--- src/hdl/bst_pkg.sv ---
// Package: types, codes and defaults shared by the bounded set table.
`timescale 1ns / 1ps

package bst_pkg;

   localparam int MAX_ENTRIES_DEF = 16;
   localparam int VALUE_WIDTH_DEF = 32;

   localparam int CMD_WIDTH    = 2;
   localparam int STATUS_WIDTH = 3;

   typedef enum logic [CMD_WIDTH-1:0] {
      CMD_INSERT = 2'd0,
      CMD_QUERY  = 2'd1,
      CMD_CLEAR  = 2'd2,
      CMD_LIST   = 2'd3
   } cmd_type;

   typedef enum logic [STATUS_WIDTH-1:0] {
      ST_INSERTED   = 3'd0,
      ST_FOUND      = 3'd1,
      ST_ABSENT     = 3'd2,
      ST_FULL       = 3'd3,
      ST_DUPLICATE  = 3'd4,
      ST_CLEARED    = 3'd5,
      ST_LIST_ELEM  = 3'd6,
      ST_LIST_EMPTY = 3'd7
   } status_type;

   typedef enum logic [1:0] {
      S_IDLE = 2'd0,
      S_EXEC = 2'd1,
      S_LIST = 2'd2
   } state_type;

   // Per-cell control: write the key, or rotate one place toward cell 0.
   typedef struct packed {
      logic load;
      logic shift;
   } cell_ctl_type;

endpackage

--- src/hdl/bst_if.sv ---
// Request and response channel interfaces of the bounded set table.
`timescale 1ns / 1ps

interface bst_req_if #(
   parameter int VALUE_WIDTH = bst_pkg::VALUE_WIDTH_DEF
);
   logic                                 valid;
   logic                                 ready;
   logic [bst_pkg::CMD_WIDTH-1:0]        command;
   logic signed [VALUE_WIDTH-1:0]        value;

   modport source (output valid, output command, output value, input ready);
   modport sink   (input valid, input command, input value, output ready);
endinterface

interface bst_rsp_if #(
   parameter int VALUE_WIDTH = bst_pkg::VALUE_WIDTH_DEF,
   parameter int COUNT_WIDTH = $clog2(bst_pkg::MAX_ENTRIES_DEF + 1)
);
   logic                                 valid;
   logic                                 ready;
   logic [bst_pkg::STATUS_WIDTH-1:0]     status;
   logic signed [VALUE_WIDTH-1:0]        element;
   logic [COUNT_WIDTH-1:0]               count;
   logic                                 last;

   modport source (output valid, output status, output element, output count,
                   output last, input ready);
   modport sink   (input valid, input status, input element, input count,
                   input last, output ready);
endinterface

--- src/hdl/bst_cell.sv ---
// One storage cell of the set: holds an element, compares it, rotates it.
`timescale 1ns / 1ps

module bst_cell #(
   parameter int VALUE_WIDTH = bst_pkg::VALUE_WIDTH_DEF
) (
   input  logic                          clock,
   input  bst_pkg::cell_ctl_type         ctl,
   input  logic                          in_use,
   input  logic                          wrap,
   input  logic signed [VALUE_WIDTH-1:0] key,
   input  logic signed [VALUE_WIDTH-1:0] next_data,
   input  logic signed [VALUE_WIDTH-1:0] head_data,
   output logic signed [VALUE_WIDTH-1:0] data,
   output logic                          hit
);

   logic signed [VALUE_WIDTH-1:0] data_ff;
   logic signed [VALUE_WIDTH-1:0] data_in;

   always_comb begin
      data_in = data_ff;
      if (ctl.load) begin
         data_in = key;
      end else if (ctl.shift) begin
         // the last occupied cell takes the head so the ring closes
         data_in = wrap ? head_data : next_data;
      end
   end

   always_ff @(posedge clock) begin
      data_ff <= data_in;
   end

   assign data = data_ff;
   assign hit  = in_use && (data_ff == key);

endmodule

--- src/hdl/bounded_set_table.sv ---
// Top level of the bounded set table: controller and the row of cells.
`timescale 1ns / 1ps

// Bounded set of signed integers kept in insertion order in a row of
// MAX_ENTRIES cells. For insert, query and clear the request is captured
// at its accept edge, and in the next cycle every occupied cell compares
// its element against the value at once and the controller decides; the
// result is registered once the output register is free. A list of an
// empty set answers the same way; for n held elements, after the compare
// cycle the row rotates one place per cycle toward cell 0, cell 0 feeds the
// result, and after n steps the original order is back. One request is
// worked on at a time; the next is accepted in the cycle after the last
// result is loaded into the output register, which may still be waiting
// to be taken. A stalled response side holds the rotation.
module bounded_set_table #(
   parameter int MAX_ENTRIES = bst_pkg::MAX_ENTRIES_DEF,
   parameter int VALUE_WIDTH = bst_pkg::VALUE_WIDTH_DEF,
   parameter int COUNT_WIDTH = $clog2(MAX_ENTRIES + 1)
) (
   input  logic     clock,
   input  logic     reset,
   bst_req_if.sink  req_ch,
   bst_rsp_if.source rsp_ch
);

   localparam logic [COUNT_WIDTH-1:0] FULL_COUNT = COUNT_WIDTH'(MAX_ENTRIES);
   localparam logic [COUNT_WIDTH-1:0] ONE_COUNT  = COUNT_WIDTH'(1);

   bst_pkg::state_type             state_ff, state_in;
   bst_pkg::cmd_type               cmd_ff, cmd_in;
   logic signed [VALUE_WIDTH-1:0]  key_ff, key_in;
   logic [COUNT_WIDTH-1:0]         fill_ff, fill_in;
   logic [COUNT_WIDTH-1:0]         list_idx_ff, list_idx_in;

   logic                           rsp_valid_ff, rsp_valid_in;
   logic [bst_pkg::STATUS_WIDTH-1:0] status_ff, status_in;
   logic signed [VALUE_WIDTH-1:0]  element_ff, element_in;
   logic [COUNT_WIDTH-1:0]         count_ff, count_in;
   logic                           last_ff, last_in;

   logic                           req_fire;
   logic                           out_free;
   logic                           out_load;
   logic                           do_insert;
   logic                           do_shift;
   logic                           any_hit;
   logic                           is_full;
   logic                           list_last;

   logic signed [VALUE_WIDTH-1:0]  cell_data [MAX_ENTRIES];
   logic [MAX_ENTRIES-1:0]         cell_hit;

   assign req_ch.ready = (state_ff == bst_pkg::S_IDLE);
   assign req_fire     = req_ch.valid && req_ch.ready;
   assign out_free     = !rsp_valid_ff || rsp_ch.ready;
   assign any_hit      = |cell_hit;
   assign is_full      = (fill_ff == FULL_COUNT);
   assign list_last    = (list_idx_ff == fill_ff - ONE_COUNT);

   // ---------------------------------------------------------------- cells
   for (genvar i = 0; i < MAX_ENTRIES; i++) begin : g_cell
      localparam logic [COUNT_WIDTH-1:0] IDX = COUNT_WIDTH'(i);
      bst_pkg::cell_ctl_type            ctl;
      logic signed [VALUE_WIDTH-1:0]    next_data;

      assign ctl.load  = do_insert && (fill_ff == IDX);
      assign ctl.shift = do_shift;

      if (i == MAX_ENTRIES - 1) begin : g_tail
         assign next_data = cell_data[0];
      end else begin : g_mid
         assign next_data = cell_data[i+1];
      end

      bst_cell #(
         .VALUE_WIDTH (VALUE_WIDTH)
      ) u_cell (
         .clock     (clock),
         .ctl       (ctl),
         .in_use    (IDX < fill_ff),
         .wrap      (IDX == fill_ff - ONE_COUNT),
         .key       (key_ff),
         .next_data (next_data),
         .head_data (cell_data[0]),
         .data      (cell_data[i]),
         .hit       (cell_hit[i])
      );
   end

   // ------------------------------------------------------------ next state
   always_comb begin
      state_in = state_ff;
      case (state_ff)
         bst_pkg::S_IDLE: begin
            if (req_fire) begin
               state_in = bst_pkg::S_EXEC;
            end
         end
         bst_pkg::S_EXEC: begin
            if (cmd_ff == bst_pkg::CMD_LIST && fill_ff != '0) begin
               state_in = bst_pkg::S_LIST;
            end else if (out_free) begin
               state_in = bst_pkg::S_IDLE;
            end
         end
         bst_pkg::S_LIST: begin
            if (out_free && list_last) begin
               state_in = bst_pkg::S_IDLE;
            end
         end
         default: begin
            state_in = bst_pkg::S_IDLE;
         end
      endcase
   end

   // ------------------------------------------------------ datapath control
   always_comb begin
      cmd_in      = cmd_ff;
      key_in      = key_ff;
      fill_in     = fill_ff;
      list_idx_in = list_idx_ff;
      out_load    = 1'b0;
      do_insert   = 1'b0;
      do_shift    = 1'b0;
      status_in   = status_ff;
      element_in  = element_ff;
      count_in    = count_ff;
      last_in     = last_ff;
      case (state_ff)
         bst_pkg::S_IDLE: begin
            if (req_fire) begin
               cmd_in = bst_pkg::cmd_type'(req_ch.command);
               key_in = req_ch.value;
            end
         end
         bst_pkg::S_EXEC: begin
            element_in  = key_ff;
            count_in    = fill_ff;
            last_in     = 1'b1;
            list_idx_in = '0;
            case (cmd_ff)
               bst_pkg::CMD_INSERT: begin
                  out_load = out_free;
                  if (is_full) begin
                     status_in = bst_pkg::ST_FULL;
                  end else if (any_hit) begin
                     status_in = bst_pkg::ST_DUPLICATE;
                  end else begin
                     status_in = bst_pkg::ST_INSERTED;
                     count_in  = fill_ff + ONE_COUNT;
                     do_insert = out_free;
                     if (out_free) begin
                        fill_in = fill_ff + ONE_COUNT;
                     end
                  end
               end
               bst_pkg::CMD_QUERY: begin
                  out_load  = out_free;
                  status_in = any_hit ? bst_pkg::ST_FOUND : bst_pkg::ST_ABSENT;
               end
               bst_pkg::CMD_CLEAR: begin
                  out_load  = out_free;
                  status_in = bst_pkg::ST_CLEARED;
                  count_in  = '0;
                  if (out_free) begin
                     fill_in = '0;
                  end
               end
               bst_pkg::CMD_LIST: begin
                  // a non-empty set is walked in the list state
                  out_load   = out_free && (fill_ff == '0);
                  status_in  = bst_pkg::ST_LIST_EMPTY;
                  element_in = '0;
                  count_in   = '0;
               end
               default: begin
                  out_load = 1'b0;
               end
            endcase
         end
         bst_pkg::S_LIST: begin
            status_in  = bst_pkg::ST_LIST_ELEM;
            element_in = cell_data[0];
            count_in   = fill_ff;
            last_in    = list_last;
            if (out_free) begin
               out_load    = 1'b1;
               do_shift    = 1'b1;
               list_idx_in = list_idx_ff + ONE_COUNT;
            end
         end
         default: begin
            out_load = 1'b0;
         end
      endcase
   end

   always_comb begin
      rsp_valid_in = rsp_valid_ff;
      if (out_load) begin
         rsp_valid_in = 1'b1;
      end else if (rsp_ch.ready) begin
         rsp_valid_in = 1'b0;
      end
   end

   // -------------------------------------------------------------- registers
   always_ff @(posedge clock) begin
      if (reset) begin
         state_ff     <= bst_pkg::S_IDLE;
         fill_ff      <= '0;
         rsp_valid_ff <= 1'b0;
      end else begin
         state_ff     <= state_in;
         fill_ff      <= fill_in;
         rsp_valid_ff <= rsp_valid_in;
      end
   end

   always_ff @(posedge clock) begin
      cmd_ff      <= cmd_in;
      key_ff      <= key_in;
      list_idx_ff <= list_idx_in;
      if (out_load) begin
         status_ff  <= status_in;
         element_ff <= element_in;
         count_ff   <= count_in;
         last_ff    <= last_in;
      end
   end

   assign rsp_ch.valid   = rsp_valid_ff;
   assign rsp_ch.status  = status_ff;
   assign rsp_ch.element = element_ff;
   assign rsp_ch.count   = count_ff;
   assign rsp_ch.last    = last_ff;

endmodule

--- src/flat_wrapper.sv ---
// flat-port wrapper written by rule: the top's interface ports become plain ports
module bounded_set_table_flat 
#(
   parameter int MAX_ENTRIES = bst_pkg::MAX_ENTRIES_DEF,
   parameter int VALUE_WIDTH = bst_pkg::VALUE_WIDTH_DEF,
   parameter int COUNT_WIDTH = $clog2(MAX_ENTRIES + 1)
)
  (clock, reset, req_ch_valid, req_ch_command, req_ch_value, req_ch_ready, rsp_ch_valid, rsp_ch_status, rsp_ch_element, rsp_ch_count, rsp_ch_last, rsp_ch_ready);
  bst_req_if #(.VALUE_WIDTH(VALUE_WIDTH)) req_ch_i ();
  bst_rsp_if #(.VALUE_WIDTH(VALUE_WIDTH), .COUNT_WIDTH(COUNT_WIDTH)) rsp_ch_i ();
  input  logic clock;
  input  logic reset;
  input wire logic [$bits(req_ch_i.valid)-1:0] req_ch_valid;
  input wire logic [$bits(req_ch_i.command)-1:0] req_ch_command;
  input wire logic [$bits(req_ch_i.value)-1:0] req_ch_value;
  output wire logic [$bits(req_ch_i.ready)-1:0] req_ch_ready;
  output wire logic [$bits(rsp_ch_i.valid)-1:0] rsp_ch_valid;
  output wire logic [$bits(rsp_ch_i.status)-1:0] rsp_ch_status;
  output wire logic [$bits(rsp_ch_i.element)-1:0] rsp_ch_element;
  output wire logic [$bits(rsp_ch_i.count)-1:0] rsp_ch_count;
  output wire logic [$bits(rsp_ch_i.last)-1:0] rsp_ch_last;
  input wire logic [$bits(rsp_ch_i.ready)-1:0] rsp_ch_ready;
  assign req_ch_i.valid = req_ch_valid;
  assign req_ch_i.command = req_ch_command;
  assign req_ch_i.value = req_ch_value;
  assign req_ch_ready = req_ch_i.ready;
  assign rsp_ch_valid = rsp_ch_i.valid;
  assign rsp_ch_status = rsp_ch_i.status;
  assign rsp_ch_element = rsp_ch_i.element;
  assign rsp_ch_count = rsp_ch_i.count;
  assign rsp_ch_last = rsp_ch_i.last;
  assign rsp_ch_i.ready = rsp_ch_ready;
  bounded_set_table #(.MAX_ENTRIES(MAX_ENTRIES), .VALUE_WIDTH(VALUE_WIDTH), .COUNT_WIDTH(COUNT_WIDTH)) u_core (.clock(clock), .reset(reset), .req_ch(req_ch_i), .rsp_ch(rsp_ch_i));
endmodule
--- config.mk ---
export PLATFORM = sky130hd
export DESIGN_NAME = bounded_set_table_flat
export DESIGN_NICKNAME = d
export VERILOG_FILES = /design/src/hdl/bst_pkg.sv /design/src/hdl/bst_if.sv /design/src/hdl/bst_cell.sv /design/src/hdl/bounded_set_table.sv /design/src/flat_wrapper.sv
export SDC_FILE = /design/constraint.sdc
export NUM_CORES = 1
export LEC_CHECK = 0
export BUFFER_PORTS_ARGS = -buffer_cell sky130_fd_sc_hd__buf_4
export CAP_MARGIN = 15
export CORE_UTILIZATION = 30
export CTS_CLUSTER_SIZE = 14
export DETAILED_ROUTE_END_ITERATION = 12
export GPL_ROUTABILITY_DRIVEN = 0
export PLACE_DENSITY_LB_ADDON = 0.05
export SLEW_MARGIN = 20
export SYNTH_ARGS = -nofsm -noshare
export SYNTH_HDL_FRONTEND = slang
export SYNTH_SLANG_ARGS = --single-unit
--- constraint.sdc ---
create_clock -name clock -period 8.8 [get_ports clock]
set_clock_uncertainty 0.1 [all_clocks]
set_input_delay 0.88 -clock clock [delete_from_list [all_inputs] [get_ports clock]]
set_output_delay 0.88 -clock clock [all_outputs]
set_load 0.005 [all_outputs]
==> results.toml <==
[power_and_ir_drop]
p_int_w = 0.00514
pwr-share-seq_pct = 45.5
p_comb_share_pct = 7.8
ir_drop_mv = 0.129
power_frac_clock_pct = 46.7
p_sw_w = 0.00179
leakage_nw = 14.3
pwr_density_cell_nw_per_um2 = 164
swShare_pct = 25.9

[floorplan]
num_rows = 129
die_w_um = 356
die_h_um = 356
start_util_pct = 30.3
die_area_um2 = 127000
io_pins = 81
design.core.area_um2 = 124000

[yosys]
synth_top_cell_area_share_pct = 47.3
ys_types = 62
synth_most_common_cell = "mux2_2"
syn_area_um2 = 37600
synth_commonest_cells = "934 x mux2_2, 592 x edfxtp_1, 421 x xor2_1, 140 x clkbuf_1, 104 x nor4_1"
synth.avg_cell_area_um2 = 13.4
synth-seq-cells = 600
async_flop_share_pct = 0
synth_edf_count = 592
synthCells = 2800
synth.net_count = 2849
synth_flop_cell = "edfxtp_1"
yosys_warnings = 0
synth.area.top_cells = "edfxtp_1 47%, mux2_2 28%, xor2_1 9.8%"
synth_seq_area_share_pct = 47.7
post-synth-top-area-cell = "edfxtp_1"

[clock_tree]
cts.sink_count = 600
cts_hold_buffers = 0
path_clk_slew_ns = 0.06
cts-root-buf = "clkbuf_16"
cts_setup_buffers = 0
cts_tree = "built"
clk_latency_ns = 0.68
cts_resized = 0
clockBufferDepth = 3
htreeDepth = 3
cts_made_buffers = 79

[critical_path]
r2r_start = "u_core.fill_ff[3]"
cp_cell_sequence = "nor2_1 -> a2111oi_0 -> nand4_1 -> nor3_1 -> or4_1 -> or3_1 -> nor3_4 -> buf_4 -> or2_2"
cp_max_fo = 33
critPathKind = "register to register"
worstPathArrival_ns = 5.79
worstSetupStartpoint = "u_core.fill_ff[3]"
cpPeakStageDelay_ns = 0.95
worstPathRequired_ns = 8.98
crit_slowest_cell = "nor2_1"
startpoint_type = "register"
end_kind = "register"

[layout]
nets = 2863
fin_cells = 4517
final_util_pct = 34.2
drive_gt1_share_pct = 44.8
area_growth_pct = 12.7

[global_route]
antenna_found_initial = 12
grt.total_usage_pct = 25.2
grt_pass1_vias = 25242
overflow = 0
grt_first_pass_wirelength_um = 220000
grt_max_degree = 51

[sta]
tns_ns = 0
worstMarginPinSlew_ns = 1.12
drv_slew = 0
period_needed_ns = 5.61
relSlewSlack_pct = 25.3
fmax_ghz = 0.178
fin_crit_sh_pct = 63.7
setup_ws_ns = 3.19
setup_viol = 0
rsz0062_at_grt = "no"
finalHoldViolCount = 0

[place]
dp.cells = 4370
pre_cts_ws_ns = 3.21
hpwl_um = 105000
portBuffers = 80

[detailed_routing]
first_iter_violations = 1918
drt-pass1-iter-count = 11
vias = 24286
viasPerCell = 5.38
wl_um = 162000
ant_nets = 0
drc_errors = 6
drt-wirelength-per-cell_um = 35.8

[run]
drv_cap = 0

[outcome]
outcome = "finished with violations"
violations = "DRC"

[hold_path]
hold_start = "req_ch_value[26]"
min_path_type = "input pin to register"
[layout by cell type (no fill, tap or decap), types with 11 or more instances in the layout]
cell type,netlist,layout
nand3_1,42,37
nand4_1,38,38
clkbuf_16,0,83
nor4_1,104,104
nor2_1,15,14
xnor2_1,99,99
mux2_2,934,934
mux2_1,26,26
clkbuf_1,140,17
inv_1,13,13
edfxtp_1,592,592
buf_4,46,213
nand2_1,36,36
and3_1,11,11
a22o_1,32,32
clkinv_1,0,17
nor3_1,26,26
clkinv_2,0,16
xor2_1,421,421
and2_1,14,13
[logic make-up after synthesis]
kind of cell,share of synthesized area (%)
AO/OA/AOI/OAI,1.81
adder cells (fa/ha/maj),0.366
XOR/XNOR,12.1
multiplexers,28.8
AND/OR/NAND/NOR,5.08
flip-flops,47.7
buffers and inverters,4.12
[routing by layer]
metal	GRT usage [%]	vias to the layer above	wire length (um)	part of all wire [%]
li1	-	10435	-	-
met1	34.4	12896	73600	46
met2	41.4	763	76100	47
met3	3.67	190	7700	4.8
met4	6.81	2	4240	2.6
met5	0	-	13	0.0080
[per-stage QoR]
| step | hold WS, ns | total power (W) | area (um2) |
|---|---|---|---|
| floorplan | 0.387 | 0.00350 | 37600 |
| global placement | 0.416 | 0.00376 | 39900 |
| detailed placement | 0.445 | 0.00375 | 39900 |
| CTS | 0.245 | 0.00700 | 42400 |
| global route | 0.255 | 0.00710 | 42400 |
| finish | 0.286 | 0.00693 | 42400 |
[path summary, 6_finish.rpt]
| kind | slack [ns] | endpoint | cells past startpoint |
|---|---|---|---|
| setup / recovery | 3.19 | u_core.g_cell[0].u_cell.data[4] | 9 |
| hold / removal | 0.29 | u_core.key_ff[26] | 1 |
| setup reg to reg | 3.19 | u_core.g_cell[0].u_cell.data[4] | 9 |
| hold reg to reg | 0.47 | u_core.state_ff[1] | 2 |
[flip-flops by register name (all words and copies together) (netlist names), 2 cells and up]
register                   count
u_core.list_idx_ff             5
u_core.rsp_ch.element         32
u_core.state_ff                2
u_core.fill_ff                 5
u_core.cmd_ff                  2
u_core.rsp_ch.status           3
u_core.key_ff                 32
u_core.rsp_ch.count            5
u_core.g_cell.u_cell.data    512
[power by group through the flow]
stage | registers, W | clock network, W | logic, W
floorplan | 0.00321 | 0 | 0.000293
global placement | 0.00321 | 0 | 0.000544
detailed placement | 0.00321 | 0 | 0.000537
CTS | 0.00316 | 0.00330 | 0.000540
global route | 0.00316 | 0.00339 | 0.000559
finish | 0.00316 | 0.00324 | 0.000539
[critical path, delay by kind of cell, from the launching register on]
kind            cells  cell delay [ns]
simple gates        7             3.63
flops               1             0.54
buf+inv             1             0.49
compound gates      1             0.41
[area by class of cell]
type	count	area (um2)
timing repair buffer	216	1660
sequential	600	17900
fill	12291	81600
clock buffer	102	2170
multi-input combinational	1904	18200
antenna	3	7.51
tap	1637	2050
inverter	13	48.8
clock inverter	42	305
(Power assumes the default switching activity.)
